[src/rtl/mdpe_pkg.sv]
// shared types and marker constants for the marker delimited payload extractor
package mdpe_pkg;

    localparam int MARK_LEN = 17;
    localparam int FILL_W   = $clog2(MARK_LEN + 1);

    // start marker, oldest byte first
    localparam logic [7:0] START_MARK [MARK_LEN] = '{
        8'h79, 8'h79, 8'h65, 8'h66, 8'h66, 8'h65, 8'h63, 8'h74, 8'h6d,
        8'h70, 8'h34, 8'h6a, 8'h73, 8'h6f, 8'h6e, 8'h5b, 8'h5b
    };

    // end marker, oldest byte first
    localparam logic [7:0] END_MARK [MARK_LEN] = '{
        8'h5d, 8'h5d, 8'h79, 8'h79, 8'h65, 8'h66, 8'h66, 8'h65, 8'h63,
        8'h74, 8'h6d, 8'h70, 8'h34, 8'h6a, 8'h73, 8'h6f, 8'h6e
    };

    typedef enum logic [1:0] {
        PH_SEARCH  = 2'd0,
        PH_PAYLOAD = 2'd1,
        PH_DONE    = 2'd2
    } phase_t;

    // one input transfer as held in the input register
    typedef struct packed {
        logic [7:0] in_byte;
        logic       first;
        logic       last;
    } item_t;

    // one result transfer
    typedef struct packed {
        logic       has_byte;
        logic [7:0] payload_byte;
        logic       done_res;
        logic       found;
    } res_t;

endpackage

[src/rtl/marker_delimited_payload_extractor_core.sv]
// top level of the marker delimited payload extractor
// Takes one file byte per transfer and, once the 17-byte start marker has
// been seen, passes payload bytes out 17 bytes late through a window that
// watches for the 17-byte end marker; the search ends with done_res set and
// found telling whether the end marker arrived by the last byte. A byte
// with first set restarts the search. One byte is accepted every cycle while
// the output is not stalled; each result passes through the input register
// and the result register, which hold the window shift and both marker
// compares between them. Bytes that give no result (marker search, window
// filling, after the end) produce no output transfer.
module marker_delimited_payload_extractor_core
    import mdpe_pkg::*;
(
    input  logic       clk,
    input  logic       rst_n,
    input  logic       in_valid,
    output logic       in_stall,
    input  logic [7:0] in_byte,
    input  logic       first,
    input  logic       last,
    output logic       out_valid,
    input  logic       out_stall,
    output logic       has_byte,
    output logic [7:0] payload_byte,
    output logic       done_res,
    output logic       found
);

    logic  s1_valid;
    item_t s1_item;
    logic  s1_take;
    res_t  res;

    // input register
    mdpe_in_stage u_in_stage (
        .clk      (clk),
        .rst_n    (rst_n),
        .in_valid (in_valid),
        .in_byte  (in_byte),
        .first    (first),
        .last     (last),
        .in_stall (in_stall),
        .s1_valid (s1_valid),
        .s1_item  (s1_item),
        .s1_take  (s1_take)
    );

    // search logic and result register
    mdpe_scan u_scan (
        .clk       (clk),
        .rst_n     (rst_n),
        .s1_valid  (s1_valid),
        .s1_item   (s1_item),
        .s1_take   (s1_take),
        .out_valid (out_valid),
        .out_stall (out_stall),
        .res       (res)
    );

    assign has_byte     = res.has_byte;
    assign payload_byte = res.payload_byte;
    assign done_res     = res.done_res;
    assign found        = res.found;

    // every result carries a byte or an end of search
    a_res_nonempty: assert property (@(posedge clk) disable iff (!rst_n)
        out_valid |-> (has_byte || done_res))
        else $error("result with neither byte nor done");

    // found only comes with the end of search
    a_found_done: assert property (@(posedge clk) disable iff (!rst_n)
        (out_valid && found) |-> done_res)
        else $error("found without done_res");

    // no stray data when no byte is carried
    a_byte_zero: assert property (@(posedge clk) disable iff (!rst_n)
        (out_valid && !has_byte) |-> (payload_byte == 8'h00))
        else $error("payload_byte set without has_byte");

endmodule

[src/rtl/mdpe_in_stage.sv]
// input register stage of the marker delimited payload extractor
module mdpe_in_stage
    import mdpe_pkg::*;
(
    input  logic  clk,
    input  logic  rst_n,
    input  logic  in_valid,
    input  logic  [7:0] in_byte,
    input  logic  first,
    input  logic  last,
    output logic  in_stall,
    output logic  s1_valid,
    output item_t s1_item,
    input  logic  s1_take
);

    logic  s1_valid_reg;
    logic  s1_valid_next;
    item_t s1_item_reg;
    logic  accept;

    // stall only when a held item is not moving on this cycle
    assign in_stall = s1_valid_reg && !s1_take;
    assign accept   = in_valid && !in_stall;

    always_comb
    begin
        if (accept)
        begin
            s1_valid_next = 1'b1;
        end
        else if (s1_take)
        begin
            s1_valid_next = 1'b0;
        end
        else
        begin
            s1_valid_next = s1_valid_reg;
        end
    end

    always_ff @(posedge clk or negedge rst_n)
    begin
        if (!rst_n)
        begin
            s1_valid_reg <= 1'b0;
        end
        else
        begin
            s1_valid_reg <= s1_valid_next;
        end
    end

    // payload capture
    always_ff @(posedge clk)
    begin
        if (accept)
        begin
            s1_item_reg <= '{in_byte: in_byte, first: first, last: last};
        end
    end

    assign s1_valid = s1_valid_reg;
    assign s1_item  = s1_item_reg;

endmodule

[src/rtl/mdpe_scan.sv]
// marker search, delay window and result register
module mdpe_scan
    import mdpe_pkg::*;
(
    input  logic  clk,
    input  logic  rst_n,
    input  logic  s1_valid,
    input  item_t s1_item,
    output logic  s1_take,
    output logic  out_valid,
    input  logic  out_stall,
    output res_t  res
);

    phase_t            phase_reg;
    phase_t            phase_next;
    logic [FILL_W-1:0] fill_reg;
    logic [FILL_W-1:0] fill_next;
    logic [7:0]        win_reg  [MARK_LEN];
    logic [7:0]        win_next [MARK_LEN];
    logic              out_valid_reg;
    logic              out_valid_next;
    res_t              res_reg;
    res_t              res_next;

    phase_t            phase_eff;
    logic [FILL_W-1:0] fill_eff;
    logic              out_free;
    logic              full_new;
    logic              start_hit;
    logic              end_hit;
    logic              produce;

    // result register free to load
    assign out_free = !out_valid_reg || !out_stall;
    assign s1_take  = s1_valid && out_free;

    // restart clears phase and fill before the byte is looked at
    assign phase_eff = s1_item.first ? PH_SEARCH : phase_reg;
    assign fill_eff  = s1_item.first ? '0 : fill_reg;

    // shifted window, newest byte at the top
    always_comb
    begin
        for (int i = 0; i < MARK_LEN - 1; i++)
        begin
            win_next[i] = win_reg[i + 1];
        end
        win_next[MARK_LEN - 1] = s1_item.in_byte;
    end

    assign full_new = (fill_eff >= FILL_W'(MARK_LEN - 1));

    // constant compares against both markers
    always_comb
    begin
        start_hit = full_new;
        end_hit   = full_new;
        for (int i = 0; i < MARK_LEN; i++)
        begin
            if (win_next[i] != START_MARK[i])
            begin
                start_hit = 1'b0;
            end
            if (win_next[i] != END_MARK[i])
            begin
                end_hit = 1'b0;
            end
        end
    end

    // next phase, fill count and result
    always_comb
    begin
        phase_next = phase_reg;
        fill_next  = fill_reg;
        res_next   = '0;
        if (s1_take)
        begin
            phase_next = phase_eff;
            fill_next  = full_new ? FILL_W'(MARK_LEN) : fill_eff + 1'b1;
            case (phase_eff)
                PH_SEARCH:
                begin
                    if (start_hit)
                    begin
                        phase_next = PH_PAYLOAD;
                        fill_next  = '0;
                    end
                    if (s1_item.last)
                    begin
                        phase_next        = PH_DONE;
                        res_next.done_res = 1'b1;
                    end
                end
                PH_PAYLOAD:
                begin
                    if (fill_eff == FILL_W'(MARK_LEN))
                    begin
                        res_next.has_byte     = 1'b1;
                        res_next.payload_byte = win_reg[0];
                    end
                    if (end_hit)
                    begin
                        phase_next        = PH_DONE;
                        res_next.done_res = 1'b1;
                        res_next.found    = 1'b1;
                    end
                    else if (s1_item.last)
                    begin
                        phase_next        = PH_DONE;
                        res_next.done_res = 1'b1;
                    end
                end
                default:
                begin
                    // finished: byte dropped, state kept
                    phase_next = phase_eff;
                    fill_next  = fill_eff;
                end
            endcase
        end
    end

    assign produce = res_next.has_byte || res_next.done_res;

    // result register valid
    always_comb
    begin
        if (out_free)
        begin
            out_valid_next = s1_take && produce;
        end
        else
        begin
            out_valid_next = out_valid_reg;
        end
    end

    always_ff @(posedge clk or negedge rst_n)
    begin
        if (!rst_n)
        begin
            phase_reg     <= PH_SEARCH;
            fill_reg      <= '0;
            out_valid_reg <= 1'b0;
        end
        else
        begin
            phase_reg     <= phase_next;
            fill_reg      <= fill_next;
            out_valid_reg <= out_valid_next;
        end
    end

    // window shifts on every transfer that is not ignored
    always_ff @(posedge clk)
    begin
        if (s1_take && (phase_eff == PH_SEARCH || phase_eff == PH_PAYLOAD))
        begin
            win_reg <= win_next;
        end
    end

    // result payload
    always_ff @(posedge clk)
    begin
        if (out_free && s1_take && produce)
        begin
            res_reg <= res_next;
        end
    end

    assign out_valid = out_valid_reg;
    assign res       = res_reg;

endmodule

[config.mk]
export PLATFORM = sky130hd
export DESIGN_NAME = marker_delimited_payload_extractor_core
export DESIGN_NICKNAME = d
export VERILOG_FILES = /design/src/rtl/mdpe_pkg.sv /design/src/rtl/marker_delimited_payload_extractor_core.sv /design/src/rtl/mdpe_in_stage.sv /design/src/rtl/mdpe_scan.sv
export SDC_FILE = /design/constraint.sdc
export NUM_CORES = 1
export LEC_CHECK = 0
export CORE_MARGIN = 4
export CORE_UTILIZATION = 50
export CTS_CLUSTER_DIAMETER = 100
export DETAILED_ROUTE_END_ITERATION = 8
export DONT_BUFFER_PORTS = 1
export PLACE_DENSITY_LB_ADDON = 0.05
export SYNTH_ARGS = -nofsm -noshare
export SYNTH_HDL_FRONTEND = slang
export SYNTH_SLANG_ARGS = --single-unit
[constraint.sdc]
create_clock -name clk -period 6.6 [get_ports clk]
set_input_delay 0.33 -clock clk [delete_from_list [all_inputs] [get_ports clk]]
set_output_delay 0.33 -clock clk [all_outputs]
set_load 0.05 [all_outputs]
==> impl_results.md <==
- Layout Area Growth over Synthesis: 14.92%
- Clock tree from TritonCTS: done
- Worst path max stage delay: 0.85 ns
- Placed inst area: 6110 um^2
- Die ar.: 13680 um^2
- Total inserted antenna cells: 0
- Total of cells resized after clock tree synthesis: 0
- Site Rows: 39
- Fraction of layout instances using a drive strength above 1: 13.41%
- Cell chain of the critical path: a21boi_1 > o21ai_2 > inv_4 > buf_4
- Clk root buf: sky130_fd_sc_hd__clkbuf_16
- Path type of the worst min-delay path: in2reg
- Max_slew headroom: 34.96%
- Met1 WL: 4.691 mm
- Post-synthesis register bit count: 166
- Element type at the critical path start: register
- Leakage dissipation: 2.292 nW
- Combined area of all synthesized cells: 5938 um^2
- Pin count of the biggest net entering global routing: 82
- Post-Synthesis Net Count: 318
- IO Port Bufs: 0
- Arrival time of data at the critical path endpoint: 3.30 ns
- Initial DRC Count: 292
- Antenna viol nets, final: 0
- Critical path peak fanout: 81
- GRT Residual Overflow: 0
- Number of clock sinks seen by CTS: 166
- Number of buffer and inverter instances along the worst setup path: 2
- Critical Path Slowest Stage Cell: sky130_fd_sc_hd__buf_4
- Register area share after synthesis: 83.19%
- Final Routed Wirelength: 10.03 mm
- Via total after detailed routing: 2797
- Mean instance size in the synthesized netlist: 19.73 um^2
- Final clock skew: 0.008530 ns
- Outcome: finished, final reports clean
- Maximum count of clock buffers along a single path: 2
- Synthesized netlist cell count: 301
- Most frequently used flop master after synthesis: sky130_fd_sc_hd__edfxtp_1
- HPWL after detailed placement: 6.329 mm
- Setup repair after global routing missed its margin: no
- Number of failing setup endpoints in the final timing report: 0
- Most common cell after layout, fill and taps aside: sky130_fd_sc_hd__edfxtp_1
- Final period demand of the worst path: 3.266 ns
- FFs w/ async S/R, synth: 5.422%
- Top Family by Delay on Critical Path: buffers and inverters
- Maximum level of the CTS H-tree: 4
- Final slew viol count: 0
- Setup bufs post-CTS: 0
- Final hold viol count: 0
- Final GP Congestion: 0.8077
- Met2 WL post-DR: 4.718 mm
- Post-Layout Cell Count: 486
- Commonest cells after routing, fill and taps aside: 157 x sky130_fd_sc_hd__edfxtp_1, 17 x sky130_fd_sc_hd__clkbuf_16, 12 x sky130_fd_sc_hd__nor4bb_1
- Yosys warns: 0
- Met3 Wirelength: 422 um
- TNS Setup: 0 ns
- Floorplan die width: 117.0 um
- Endpoint required time on the critical path: 6.64 ns
- Worst voltage drop across the vdd grid: 0.1986 mV
- Max FFs per register: 128
- Clock latency reported for the late side of the worst-skew pair: 0.42 ns
- Total track usage: 16.17%
- Worst setup EP type: register
- Standard cell core area: 11520 um^2
- Clock transition time at the flip-flop clock pins of the worst setup and hold paths: 0.06 ns
- Number of enable flip-flop cells after synthesis: 157
- Final #Nets: 347
- Number of maximum-capacitance violations: 0
- Unique cell type count in the Yosys netlist: 38
- Mean routed wirelength per cell: 20.64 um
- Total clock buffers created by CTS: 17
- Io pins: 27
- Tightest Pin Transition: 0.9756 ns
- Die Height: 117.0 um
- Period utilisation layout: 49.49%
- Wire length of the first global-routing pass: 15.59 mm
- Top sig layer: met4
- Finished layout cell area: 6824 um^2
- Via count of the first global-routing pass: 2764
- DR DRC count: 0
- Per-cell via count in the routed design: 5.755
- Initial cell density of the core: 51.56%
- Drt first pass iters: 4
- Cell area power density: 368.1 nW/um^2
- Cell total after placement: 443
- CTS Hold Buffers Added: 11
- Max Freq: 306.1 MHz
- Antenna violations before repair: 0
- Critical path start-end classification: reg2reg
## where the power goes
| part | leakage, nW | internal (mW) | switching, mW |
|---|---|---|---|
| sequential | 1.61 | 1.31 | 0.0914 |
| clock | 0.276 | 0.596 | 0.406 |
| combinational | 0.405 | 0.0337 | 0.0721 |
| total | 2.29 | 1.94 | 0.570 |
## routing by layer
layer,track usage [%],vias up
li1,-,1290
met1,22.16,1426
met2,24.23,67
met3,4.781,14
met4,7.187,0
met5,0,-
## stage by stage
step | hold WS, ns | utilization (%) | worst slack (ns) | total power, mW
finish | 0.03191 | 59.26 | 3.334 | 2.512
global route | 0.009637 | 59.26 | 3.065 | 2.602
CTS | 0.01591 | 59.26 | 3.319 | 2.533
detailed placement | 0.03468 | 53.05 | 3.313 | 1.526
global placement | 0.03465 | 53.05 | 3.437 | 1.522
floorplan | 0.03441 | - | 1.617 | 1.477
## logic make-up after synthesis
group | count (synthesis) | share of synthesized area (%)
flops | 166 | 83.19
simple gates | 107 | 13.74
compound gates | 16 | 1.707
buf+inv | 9 | 0.7374
fa+ha+maj | 3 | 0.6322
## worst paths after layout
check	start	to	slack [ns]	depth (start not counted)
max	u_scan.out_valid	u_scan.win_next[11]	3.33	4
min	in_valid	u_in_stage.s1_valid	0.03	1
max reg2reg	u_scan.out_valid	u_scan.win_next[11]	3.33	4
min reg2reg	u_in_stage.s1_item[9]	u_scan.win_next[15]	0.44	0
max in group asynchronous	rst_n	u_scan.phase_reg[0]	6.00	1
min in group asynchronous	rst_n	u_scan.fill_reg[0]	0.29	1
## final cells by class
cell class / count / area, um^2
clock buffer: 17 / 425.4
clock inverter: 15 / 178.9
fill: 868 / 4692
inverter: 7 / 28.78
multi-input combinational: 126 / 954.7
sequential: 166 / 4940
tap: 143 / 178.9
timing repair buffer: 12 / 117.6
## cells in the mapped netlist (2+ instances only)
cell type | instances | area (um^2)
sky130_fd_sc_hd__a21oi_1 | 5 | 25.02
sky130_fd_sc_hd__a22o_1 | 2 | 17.52
sky130_fd_sc_hd__and2_1 | 9 | 56.30
sky130_fd_sc_hd__and4b_1 | 6 | 60.06
sky130_fd_sc_hd__and4b_2 | 2 | 22.52
sky130_fd_sc_hd__and4bb_2 | 2 | 25.02
sky130_fd_sc_hd__dfrtp_1 | 9 | 225.2
sky130_fd_sc_hd__edfxtp_1 | 157 | 4715
sky130_fd_sc_hd__ha_1 | 3 | 37.54
sky130_fd_sc_hd__inv_1 | 7 | 26.28
sky130_fd_sc_hd__nand2_1 | 11 | 41.29
sky130_fd_sc_hd__nand2b_1 | 3 | 18.77
sky130_fd_sc_hd__nand3_1 | 6 | 30.03
sky130_fd_sc_hd__nand4_1 | 10 | 62.56
sky130_fd_sc_hd__nand4b_1 | 10 | 87.58
sky130_fd_sc_hd__nand4bb_1 | 2 | 22.52
sky130_fd_sc_hd__nor2_1 | 9 | 33.78
sky130_fd_sc_hd__nor3_1 | 2 | 10.01
sky130_fd_sc_hd__nor4_1 | 2 | 12.51
sky130_fd_sc_hd__nor4_4 | 2 | 42.54
sky130_fd_sc_hd__nor4b_1 | 9 | 78.83
sky130_fd_sc_hd__nor4bb_1 | 12 | 120.1
sky130_fd_sc_hd__o211ai_1 | 2 | 15.01
sky130_fd_sc_hd__o21ai_0 | 4 | 20.02
sky130_fd_sc_hd__or4_4 | 2 | 22.52
Power figures use the tool's default switching activity.
